[src/hw/rtl/tlbl_pkg.sv]
// ----------------------------------------------------------------------------
// tlbl_pkg
// Shared types, sizes and request codes for the LRU translation unit.
// ----------------------------------------------------------------------------
`default_nettype none

package tlbl_pkg;

   // Table geometry and field widths.
   localparam int ENTRIES    = 64;
   localparam int IDX_BITS   = $clog2(ENTRIES);
   localparam int CNT_BITS   = IDX_BITS + 1;
   localparam int PAGE_BITS  = 20;
   localparam int FRAME_BITS = 8;
   localparam int AGE_BITS   = 16;
   localparam int KIND_BITS  = 2;
   localparam int SLOT_BITS  = 6;

   // Fill count value that means every entry holds a translation.
   localparam logic [CNT_BITS-1:0] FILL_FULL = CNT_BITS'(ENTRIES);

   // Request kinds.
   localparam logic [KIND_BITS-1:0] KIND_LOOKUP = 2'd0;
   localparam logic [KIND_BITS-1:0] KIND_INSERT = 2'd1;
   localparam logic [KIND_BITS-1:0] KIND_TICK   = 2'd2;

   typedef struct packed {
      logic [KIND_BITS-1:0]  kind;
      logic [PAGE_BITS-1:0]  page;
      logic [FRAME_BITS-1:0] frame;
   } req_type;

   typedef struct packed {
      logic                  hit;
      logic [FRAME_BITS-1:0] frame_out;
      logic                  replaced;
      logic [SLOT_BITS-1:0]  slot;
   } rsp_type;

   // One stored translation.
   typedef struct packed {
      logic [PAGE_BITS-1:0]  page;
      logic [FRAME_BITS-1:0] frame;
      logic [AGE_BITS-1:0]   age;
   } entry_type;

   // Port controls from the sequencer to the entry memory.
   typedef struct packed {
      logic                rd_en;
      logic [IDX_BITS-1:0] rd_addr;
      logic                wr_en;
      logic [IDX_BITS-1:0] wr_addr;
      entry_type           wr_data;
   } ram_ctl_type;

   // Entry index reported as a slot number, modulo the slot field range.
   function automatic logic [SLOT_BITS-1:0] to_slot(input logic [IDX_BITS-1:0] idx);
      logic [SLOT_BITS+IDX_BITS-1:0] wide;
      wide = {{SLOT_BITS{1'b0}}, idx};
      return wide[SLOT_BITS-1:0];
   endfunction

endpackage

`default_nettype wire

[src/hw/rtl/tlbl_entry_ram.sv]
// ----------------------------------------------------------------------------
// tlbl_entry_ram
// Entry store: one write port and one read port with registered read data.
// ----------------------------------------------------------------------------
`default_nettype none

module tlbl_entry_ram (
   input  wire logic                  clock,
   input  wire tlbl_pkg::ram_ctl_type ctl,
   output tlbl_pkg::entry_type        rd_data
);
   import tlbl_pkg::*;

   entry_type entry_mem_ff [ENTRIES];
   entry_type rd_data_ff;

   // Write port.
   always_ff @(posedge clock) begin
      if (ctl.wr_en) begin
         entry_mem_ff[ctl.wr_addr] <= ctl.wr_data;
      end
   end

   // Read port; read data is registered and appears in the cycle after rd_en.
   always_ff @(posedge clock) begin
      if (ctl.rd_en) begin
         rd_data_ff <= entry_mem_ff[ctl.rd_addr];
      end
   end

   assign rd_data = rd_data_ff;

endmodule

`default_nettype wire

[src/hw/rtl/tlbl_rsp_reg.sv]
// ----------------------------------------------------------------------------
// tlbl_rsp_reg
// Output register that holds a finished result while the sink stalls.
// ----------------------------------------------------------------------------
`default_nettype none

module tlbl_rsp_reg (
   input  wire logic              clock,
   input  wire logic              reset,
   input  wire logic              in_valid,
   output logic                   in_ready,
   input  wire tlbl_pkg::rsp_type in_data,
   output logic                   rsp_valid,
   input  wire logic              rsp_stall,
   output tlbl_pkg::rsp_type      rsp_data
);
   import tlbl_pkg::*;

   logic    valid_ff;
   logic    valid_in;
   rsp_type data_ff;
   logic    load;

   // The register can take a new result when empty or when it drains now.
   assign in_ready = !valid_ff || !rsp_stall;
   assign load     = in_valid && in_ready;
   assign valid_in = load || (valid_ff && rsp_stall);

   always_ff @(posedge clock) begin
      if (reset) begin
         valid_ff <= 1'b0;
      end else begin
         valid_ff <= valid_in;
      end
   end

   always_ff @(posedge clock) begin
      if (load) begin
         data_ff <= in_data;
      end
   end

   assign rsp_valid = valid_ff;
   assign rsp_data  = data_ff;

endmodule

`default_nettype wire

[src/hw/rtl/tlbl_seq.sv]
// ----------------------------------------------------------------------------
// tlbl_seq
// Request sequencer: scans the entry memory, tracks the fill count and
// builds the result of each request.
// ----------------------------------------------------------------------------
`default_nettype none

module tlbl_seq (
   input  wire logic                  clock,
   input  wire logic                  reset,
   input  wire logic                  req_valid,
   output logic                       req_stall,
   input  wire tlbl_pkg::req_type     req_data,
   output tlbl_pkg::ram_ctl_type      ram_ctl,
   input  wire tlbl_pkg::entry_type   ram_rd_data,
   output logic                       res_valid,
   input  wire logic                  res_ready,
   output tlbl_pkg::rsp_type          res_data
);
   import tlbl_pkg::*;

   localparam logic [1:0] ST_IDLE  = 2'd0;
   localparam logic [1:0] ST_START = 2'd1;
   localparam logic [1:0] ST_SCAN  = 2'd2;
   localparam logic [1:0] ST_DONE  = 2'd3;

   logic [1:0]          state_ff,    state_in;
   req_type             item_ff,     item_in;
   logic [CNT_BITS-1:0] fill_ff,     fill_in;
   logic [CNT_BITS-1:0] rd_idx_ff,   rd_idx_in;
   logic                pend_ff,     pend_in;
   logic [IDX_BITS-1:0] pend_idx_ff, pend_idx_in;
   logic [AGE_BITS-1:0] best_age_ff, best_age_in;
   logic [IDX_BITS-1:0] best_idx_ff, best_idx_in;
   rsp_type             res_ff,      res_in;

   // Next-state logic for the scan sequencer.
   always_comb begin
      state_in    = state_ff;
      item_in     = item_ff;
      fill_in     = fill_ff;
      rd_idx_in   = rd_idx_ff;
      pend_in     = 1'b0;
      pend_idx_in = rd_idx_ff[IDX_BITS-1:0];
      best_age_in = best_age_ff;
      best_idx_in = best_idx_ff;
      res_in      = res_ff;
      ram_ctl         = '0;
      ram_ctl.rd_addr = rd_idx_ff[IDX_BITS-1:0];

      unique case (state_ff)
         ST_IDLE: begin
            if (req_valid) begin
               item_in  = req_data;
               state_in = ST_START;
            end
         end
         ST_START: begin
            res_in      = '0;
            rd_idx_in   = '0;
            best_age_in = '0;
            best_idx_in = '0;
            unique case (item_ff.kind)
               KIND_LOOKUP, KIND_TICK: begin
                  state_in = (fill_ff == '0) ? ST_DONE : ST_SCAN;
               end
               KIND_INSERT: begin
                  if (fill_ff != FILL_FULL) begin
                     // A free entry remains: the next one in fill order.
                     ram_ctl.wr_en         = 1'b1;
                     ram_ctl.wr_addr       = fill_ff[IDX_BITS-1:0];
                     ram_ctl.wr_data.page  = item_ff.page;
                     ram_ctl.wr_data.frame = item_ff.frame;
                     ram_ctl.wr_data.age   = '0;
                     res_in.slot           = to_slot(fill_ff[IDX_BITS-1:0]);
                     fill_in               = fill_ff + 1'b1;
                     state_in              = ST_DONE;
                  end else begin
                     state_in = ST_SCAN;
                  end
               end
               default: begin
                  state_in = ST_DONE;
               end
            endcase
         end
         ST_SCAN: begin
            // Issue the next read while entries remain.
            if (rd_idx_ff < fill_ff) begin
               ram_ctl.rd_en = 1'b1;
               rd_idx_in     = rd_idx_ff + 1'b1;
               pend_in       = 1'b1;
            end
            if (pend_ff) begin
               // Work on the entry read in the previous cycle.
               unique case (item_ff.kind)
                  KIND_LOOKUP: begin
                     if (ram_rd_data.page == item_ff.page) begin
                        ram_ctl.wr_en       = 1'b1;
                        ram_ctl.wr_addr     = pend_idx_ff;
                        ram_ctl.wr_data     = ram_rd_data;
                        ram_ctl.wr_data.age = '0;
                        res_in.hit          = 1'b1;
                        res_in.frame_out    = ram_rd_data.frame;
                        res_in.slot         = to_slot(pend_idx_ff);
                        state_in            = ST_DONE;
                     end
                  end
                  KIND_TICK: begin
                     ram_ctl.wr_en   = 1'b1;
                     ram_ctl.wr_addr = pend_idx_ff;
                     ram_ctl.wr_data = ram_rd_data;
                     if (!(&ram_rd_data.age)) begin
                        ram_ctl.wr_data.age = ram_rd_data.age + 1'b1;
                     end
                  end
                  KIND_INSERT: begin
                     if (ram_rd_data.age > best_age_ff) begin
                        best_age_in = ram_rd_data.age;
                        best_idx_in = pend_idx_ff;
                     end
                  end
                  default: begin
                  end
               endcase
            end else if (rd_idx_ff == fill_ff) begin
               // Scan finished; a full-table insert replaces the oldest entry.
               state_in = ST_DONE;
               if (item_ff.kind == KIND_INSERT) begin
                  ram_ctl.wr_en         = 1'b1;
                  ram_ctl.wr_addr       = best_idx_ff;
                  ram_ctl.wr_data.page  = item_ff.page;
                  ram_ctl.wr_data.frame = item_ff.frame;
                  ram_ctl.wr_data.age   = '0;
                  res_in.replaced       = 1'b1;
                  res_in.slot           = to_slot(best_idx_ff);
               end
            end
         end
         ST_DONE: begin
            if (res_ready) begin
               state_in = ST_IDLE;
            end
         end
         default: begin
            state_in = ST_IDLE;
         end
      endcase
   end

   assign req_stall = (state_ff != ST_IDLE);
   assign res_valid = (state_ff == ST_DONE);
   assign res_data  = res_ff;

   // Control registers.
   always_ff @(posedge clock) begin
      if (reset) begin
         state_ff <= ST_IDLE;
         fill_ff  <= '0;
         pend_ff  <= 1'b0;
      end else begin
         state_ff <= state_in;
         fill_ff  <= fill_in;
         pend_ff  <= pend_in;
      end
   end

   // Datapath registers.
   always_ff @(posedge clock) begin
      item_ff     <= item_in;
      rd_idx_ff   <= rd_idx_in;
      pend_idx_ff <= pend_idx_in;
      best_age_ff <= best_age_in;
      best_idx_ff <= best_idx_in;
      res_ff      <= res_in;
   end

   // The fill count never passes the table size.
   assert property (@(posedge clock) disable iff (reset) fill_ff <= FILL_FULL)
      else $error("fill count exceeds table size");

   // The fill count only holds or grows by one.
   assert property (@(posedge clock) disable iff (reset)
      ##1 ((fill_ff == $past(fill_ff)) || (fill_ff == $past(fill_ff) + 1'b1)))
      else $error("fill count moved by more than one");

   // Reads only touch entries that have been written.
   assert property (@(posedge clock) disable iff (reset)
      ram_ctl.rd_en |-> (rd_idx_ff < fill_ff))
      else $error("read of an unwritten entry");

   // Writes go to a filled entry or to the next free one.
   assert property (@(posedge clock) disable iff (reset)
      ram_ctl.wr_en |-> ({1'b0, ram_ctl.wr_addr} <= fill_ff))
      else $error("write beyond the filled region");

endmodule

`default_nettype wire

[src/hw/rtl/tlb_lru_translation_unit.sv]
// ----------------------------------------------------------------------------
// tlb_lru_translation_unit
// Fully associative translation buffer with age-based LRU replacement,
// held in a single-port-write, single-port-read entry memory.
// ----------------------------------------------------------------------------
//  Channel  Direction  Payload             Handshake
//  req      in         tlbl_pkg::req_type  req_valid / req_stall
//  rsp      out        tlbl_pkg::rsp_type  rsp_valid / rsp_stall
//
//  A lookup or tick scans the filled entries one entry per cycle through
//  the memory read port; an empty table is not scanned. A lookup that hits
//  an entry stops the scan there. An insert into a table with free entries
//  writes the next free entry without a scan; one into a full table scans
//  all entries for the oldest and replaces it.
//  Reset empties the table at once through the fill count; no clearing pass.
//  One request is worked on at a time; a finished result waits in the output
//  register while the next request is taken.
// ----------------------------------------------------------------------------
`default_nettype none

module tlb_lru_translation_unit (
   input  wire logic              clock,
   input  wire logic              reset,
   input  wire logic              req_valid,
   output logic                   req_stall,
   input  wire tlbl_pkg::req_type req_data,
   output logic                   rsp_valid,
   input  wire logic              rsp_stall,
   output tlbl_pkg::rsp_type      rsp_data
);
   import tlbl_pkg::*;

   ram_ctl_type ram_ctl;
   entry_type   ram_rd_data;
   logic        res_valid;
   logic        res_ready;
   rsp_type     res_data;

   // Entry memory.
   tlbl_entry_ram u_ram (
      .clock   (clock),
      .ctl     (ram_ctl),
      .rd_data (ram_rd_data)
   );

   // Scan sequencer.
   tlbl_seq u_seq (
      .clock       (clock),
      .reset       (reset),
      .req_valid   (req_valid),
      .req_stall   (req_stall),
      .req_data    (req_data),
      .ram_ctl     (ram_ctl),
      .ram_rd_data (ram_rd_data),
      .res_valid   (res_valid),
      .res_ready   (res_ready),
      .res_data    (res_data)
   );

   // Output register.
   tlbl_rsp_reg u_rsp (
      .clock     (clock),
      .reset     (reset),
      .in_valid  (res_valid),
      .in_ready  (res_ready),
      .in_data   (res_data),
      .rsp_valid (rsp_valid),
      .rsp_stall (rsp_stall),
      .rsp_data  (rsp_data)
   );

endmodule

`default_nettype wire
[config.mk]
export PLATFORM = sky130hd
export DESIGN_NAME = tlb_lru_translation_unit
export DESIGN_NICKNAME = d
export VERILOG_FILES = /design/src/hw/rtl/tlbl_pkg.sv /design/src/hw/rtl/tlbl_entry_ram.sv /design/src/hw/rtl/tlbl_rsp_reg.sv /design/src/hw/rtl/tlbl_seq.sv /design/src/hw/rtl/tlb_lru_translation_unit.sv
export SDC_FILE = /design/constraint.sdc
export NUM_CORES = 2
export LEC_CHECK = 0
export BUFFER_PORTS_ARGS = -buffer_cell sky130_fd_sc_hd__buf_2
export CORE_MARGIN = 4
export CORE_UTILIZATION = 25
export DETAILED_ROUTE_END_ITERATION = 10
export GPL_TIMING_DRIVEN = 0
export PLACE_DENSITY_LB_ADDON = 0.25
export SLEW_MARGIN = 20
export SYNTH_ARGS = -nofsm -noshare
export SYNTH_HDL_FRONTEND = slang
export SYNTH_HIERARCHICAL = 1
export SYNTH_SLANG_ARGS = --single-unit
[constraint.sdc]
create_clock -name clock -period 15.7 [get_ports clock]
set_input_delay 2.355 -clock clock [delete_from_list [all_inputs] [get_ports clock]]
set_output_delay 2.355 -clock clock [all_outputs]
set_load 0.03 [all_outputs]
# == Yosys cells after proc, flatten, opt, wreduce, memory -nomap -nowiden ==
# Memory sizes are Yosys's and may differ from the RTL's. A register that Yosys moved wholly into a read port is not among the register bits.
# Index checks and enable logic that the tools add are counted.
# op_classes
add_sub_neg,3
magnitude_cmp,2
eq_ne,22
mux,45
reduce_logical,21
# ops
operator,n
51-bit 2-to-1 mux,6
51-bit case mux with 2 select lines,2
16-bit 2-to-1 mux,4
16-bit case mux with 2 select lines,2
6-bit 2-to-1 mux,8
9-bit 2-to-1 mux,3
7-bit 2-to-1 mux,3
20-bit equality test,1
16-bit by 1-bit adder with 16-bit output (second input constant),1
16-bit > comparator,1
16-bit AND reduction,1
7-bit by 1-bit adder with 7-bit output (second input constant),2
7-bit case mux with 2 select lines,1
2-bit 2-to-1 mux,6
2-bit by 1-bit inequality test with 1-bit output (second input constant),6
6-bit case mux with 2 select lines,1
4-bit AND reduction,3
5-bit AND reduction,2
2-bit inequality test (second input constant),4
2-bit case mux with 4 select lines,1
7-bit equality test,1
7-bit logical NOT,1
7-bit less-than comparator,1
1-bit 2-to-1 mux,7
14 further kinds,25
# totals
regBits,108
ram_bits,2816
input_bits,34
output_inout_bits,18
wordCells,113
memories,1
# memory_table
memory,depth,width,read_ports,rd_ports_with_merged_regs,write_ports,line_no,text
u_ram.entry_mem_ff,64,44,1,1,1,tlbl_entry_ram.sv:14,entry_type entry_mem_ff [ENTRIES];

# == Logic depth before layout (Yosys ltp) ==
# depth
word_depth,7
ltp_mapped,13
ltp_nobuf,11

# == Modules after synthesis ==
# The synthesis kept the hierarchy.
# modules_own_cells
mod,instances,cells_per_inst,area_per_inst_um2,seq_area_each_um2
tlbl_entry_ram,1,4547,107790.9,85882.4
tlbl_seq,1,483,5255.0,2572.5
tlbl_rsp_reg,1,21,519.2,500.5

# == Least setup slack after synthesis ==
# OpenSTA, ideal clock, no wires.
# synth_timing
path_kind,register to register
startpoint,register u_seq.fill_ff[4]
endpoint,"memory u_ram/entry_mem_ff[49][0] (netlist name), enable pin"
setup_time_ns,0.500
t_arrival_ns,5.192
t_required_ns,15.200
setup_slack_ns,10.008
stages_incl_launch_ff,12
n_path_buf,0
period_less_slack_ns,5.692
cell_sequence,dfxtp_1 inv_1 ha_1 and4_1 nand4_1 nor2_1 nand3_1 nor3b_1 a221o_1 nor2b_1 nand4_1 nor3_1
# synth_rtl
item,line_no,text
start: declaration,tlbl_seq.sv:29,"logic [CNT_BITS-1:0] fill_ff, fill_in;"
start signal: assignment,tlbl_seq.sv:163,fill_ff <= fill_in;
end: declaration,tlbl_entry_ram.sv:14,

==> reports/qor.yml <==
run_status:
  status: "complete, no violations"
placed_design:
  dp.cells: 11354
  io_buffers: 51
  place_congestion: 0.825
  hpwl_um: 269000
global_route:
  grt_usage_pct: 16.0
  grt_max_degree: 65
  grt_pass1_wl_um: 511000
  grt_pass1_vias: 58082
  met3_usage_pct: 3.19
  grtUsageMet1_pct: 21.2
  top_usage_layer: "met2"
  use_met2_pct: 25.9
  antenna_found_initial: 24
  overflow: 0
setup_path:
  cpMaxStageDelayCell: "nor2_4"
  worstPathCellList: "xnor2_1 > nand4_1 > nor3_1 > a21oi_1 > nor2_1 > buf_2 > a221o_1 > clkbuf_1 > nand3b_1 > nor2_4 > buf_16 > buf_12"
  max_stage_delay_ps: 890
  cp_max_fo: 15
  crit_path_end_kind: "register"
  worst-path-buf-inv: 4
  cp-start-kind: "register"
  critPathKind: "register to register"
  cp.arrival_ps: 7500
  crit_required_ps: 16240
  crit_family: "simple AND/OR/NAND/NOR gates"
  reg2reg_slack_ps: 8740
synth:
  synth_seq_cells: 2968
  synth_edf_count: 2951
  avgSynthCellArea_um2: 22.5
  synthCells: 5051
  async_flop_share_pct: 0
  synth_warnings: 6
  yosysSeqAreaShare_pct: 78.3
  ys.flop_type: "edfxtp_1"
  syn_nets: 5117
  synth.distinct_cells: 59
  synth.cell_area_um2: 114000
flow_run:
  cap_violations: 0
die:
  ioPinCount: 52
  die_w_um: 682
  core_um2: 452000
  rows: 247
  initial_core_util_pct: 25.1
  dieHeight_um: 682
  dieArea_um2: 465000
route:
  route.detailed.drc: 0
  vias_per_cell: 4.90
  drt_iter0_drc: 6917
  wirelength_um: 381000
  dr.pass1.iters: 6
  ant_nets: 0
  avgRoutedWirePerCell_um: 32.0
  vias: 58403
sta:
  maxSlewViolCount: 0
  grt_setup_unrepaired: "no"
  tightest_slew_ps: 1400
  period_minus_slack_ps: 6960
  skew_ps: 62.3
  finalSetupViolCount: 0
  max_freq_mhz: 144
  fin_crit_sh_pct: 44.3
  setup-tns-final_ps: 0
  relSlewSlack_pct: 6.40
  hold_viol_final: 0
  holdWs_ps: 416
cts:
  cts_hold_buf: 0
  clk_path_buf_depth: 4
  cts_resized: 0
  cts_tree: "yes"
  cts.sinks: 2968
  clk_pin_slew_ps: 60
  htreeDepth: 5
  cts_setup_buffers: 0
  clk_latency_ps: 880
  cts_root_buffer: "clkbuf_16"
  cts_buffers: 315
power:
  p_leak_nw: 38.4
  vdd_drop_max_mv: 0.0851
  powerDensity_nw_per_um2: 157
cells_and_area:
  final_cells: 11926
  area_growth_pct: 21.3
  final_util_pct: 30.4
  fin_nets: 5761
  fill_cells: 43618
  drive_gt1_share_pct: 29.8
min_path:
  hp-class: "register to register"
[cell families (layout without fill, tap and decap cells)]
group,Yosys count,after routing,synth area share (%)
buffers and inverters,322,1213,1.41
adder cells (fa/ha/maj),32,32,0.353
AO/OA/AOI/OAI,518,518,3.33
flip-flops,2968,2968,78.3
multiplexers,773,773,14.5
XOR/XNOR,41,41,0.316
other,0,8,0
AND/OR/NAND/NOR,397,397,1.76
[Yosys cell counts (9+ instances only)]
cell	n	area, µm²
a221oi_1	70	613
and2_1	39	244
o22ai_1	100	626
mux4_2	697	15700
mux2i_1	64	641
a22oi_1	36	270
nor2_1	141	529
xnor2_1	33	289
nand2b_1	11	68.8
o221ai_1	25	219
a211oi_1	14	105
edfxtp_1	2951	88600
buf_1	23	86.3
mux2_2	12	135
nand3_1	41	205
nor2b_1	19	119
o21ai_0	21	105
a311oi_1	12	105
buf_2	66	330
ha_1	32	400
buf_4	66	495
nand2_1	55	206
nand4_1	18	113
clkbuf_1	127	477
inv_1	32	120
a31oi_1	15	93.8
a22o_1	98	858
dfxtp_1	17	340
a21oi_1	85	425
and4_1	9	78.8
nor3_1	27	135
[per-layer routing]
| layer | vias to the layer above | share of wire, % |
|---|---|---|
| li1 | 22964 | - |
| met1 | 32242 | 41 |
| met2 | 2605 | 47 |
| met3 | 586 | 7.9 |
| met4 | 6 | 4.1 |
| met5 | - | 0.011 |
[cell type report]
class                           instances  area [µm²]  share of cell area, %
Multi-Input combinational cell       1761       23900                   17.4
Tap cell                             5976        7480                   5.43
Inverter                               32         120                 0.0872
Timing Repair Buffer                  327        6050                   4.39
Buffer                                290        1510                   1.10
Clock buffer                          392        8410                   6.10
Sequential cell                      2968       89000                   64.6
Antenna cell                            8        20.0                 0.0145
Clock inverter                        172        1310                  0.952
[report_power, final]
group,internal [mW],leakage [nW],switching [mW]
combinational,1.75,9.90,3.76
sequential,8.85,23.8,0.105
clock,4.08,4.75,3.07
[state kept, by name, indices dropped and copies added (netlist names)]
name / count
u_seq/res_data: 16
u_seq/pend_idx_ff: 6
u_rsp/rsp_data: 16
u_ram/entry_mem_ff: 2816
u_seq/pend_ff: 1
u_seq/fill_ff: 7
u_seq/item_ff: 30
u_ram/rd_data: 44
u_seq/best_age_ff: 16
u_rsp/rsp_valid: 1
u_seq/best_idx_ff: 6
u_seq/state_ff: 2
u_seq/rd_idx_ff: 7
[placed cells by master, fill, tap and decap left out, types with 17 or more instances in the layout]
master,synthesis,layout
edfxtp_1,2951,2951
mux4_2,697,697
clkbuf_16,0,326
clkbuf_1,127,168
buf_2,66,124
buf_12,0,116
buf_16,0,110
o22ai_1,100,100
buf_4,66,99
clkinv_1,0,81
a21oi_1,85,76
nor2_4,0,72
a22o_1,98,70
a221oi_1,70,70
nor2_1,141,67
mux2i_1,64,64
nand2_1,55,55
clkinv_2,0,48
nand3_1,41,41
and2_1,39,38
a22oi_1,36,36
xnor2_1,33,33
inv_1,32,32
ha_1,32,32
clkbuf_2,0,25
o221ai_1,25,25
o21ai_0,21,21
buf_1,23,20
nor2b_1,19,19
a22o_4,0,19
nand4_1,18,18
bufinv_16,0,17
dfxtp_1,17,17
[path summary, 6_finish.rpt]
kind,endpoint,start,depth (start not counted)
max,u_ram/entry_mem_ff[47][32],u_seq/item_ff[25],12
min,u_rsp/rsp_data[1],u_seq/res_data[1],0
max reg2reg,u_ram/entry_mem_ff[47][32],u_seq/item_ff[25],12
min reg2reg,u_rsp/rsp_data[1],u_seq/res_data[1],0
[per-stage QoR]
| step | power [mW] | setup slack (ps) | instance area, µm² |
|---|---|---|---|
| after floorplan | 11.9 | 10010 | 114000 |
| after CTS | 21.8 | 8770 | 138000 |
| final | 21.6 | 8740 | 138000 |
| after global placement | 14.5 | 1940 | 121000 |
| after global routing | 22.3 | 8580 | 138000 |
| after detailed placement | 14.6 | 8830 | 128000 |
Note: power is estimated with default switching activity, not from simulation.
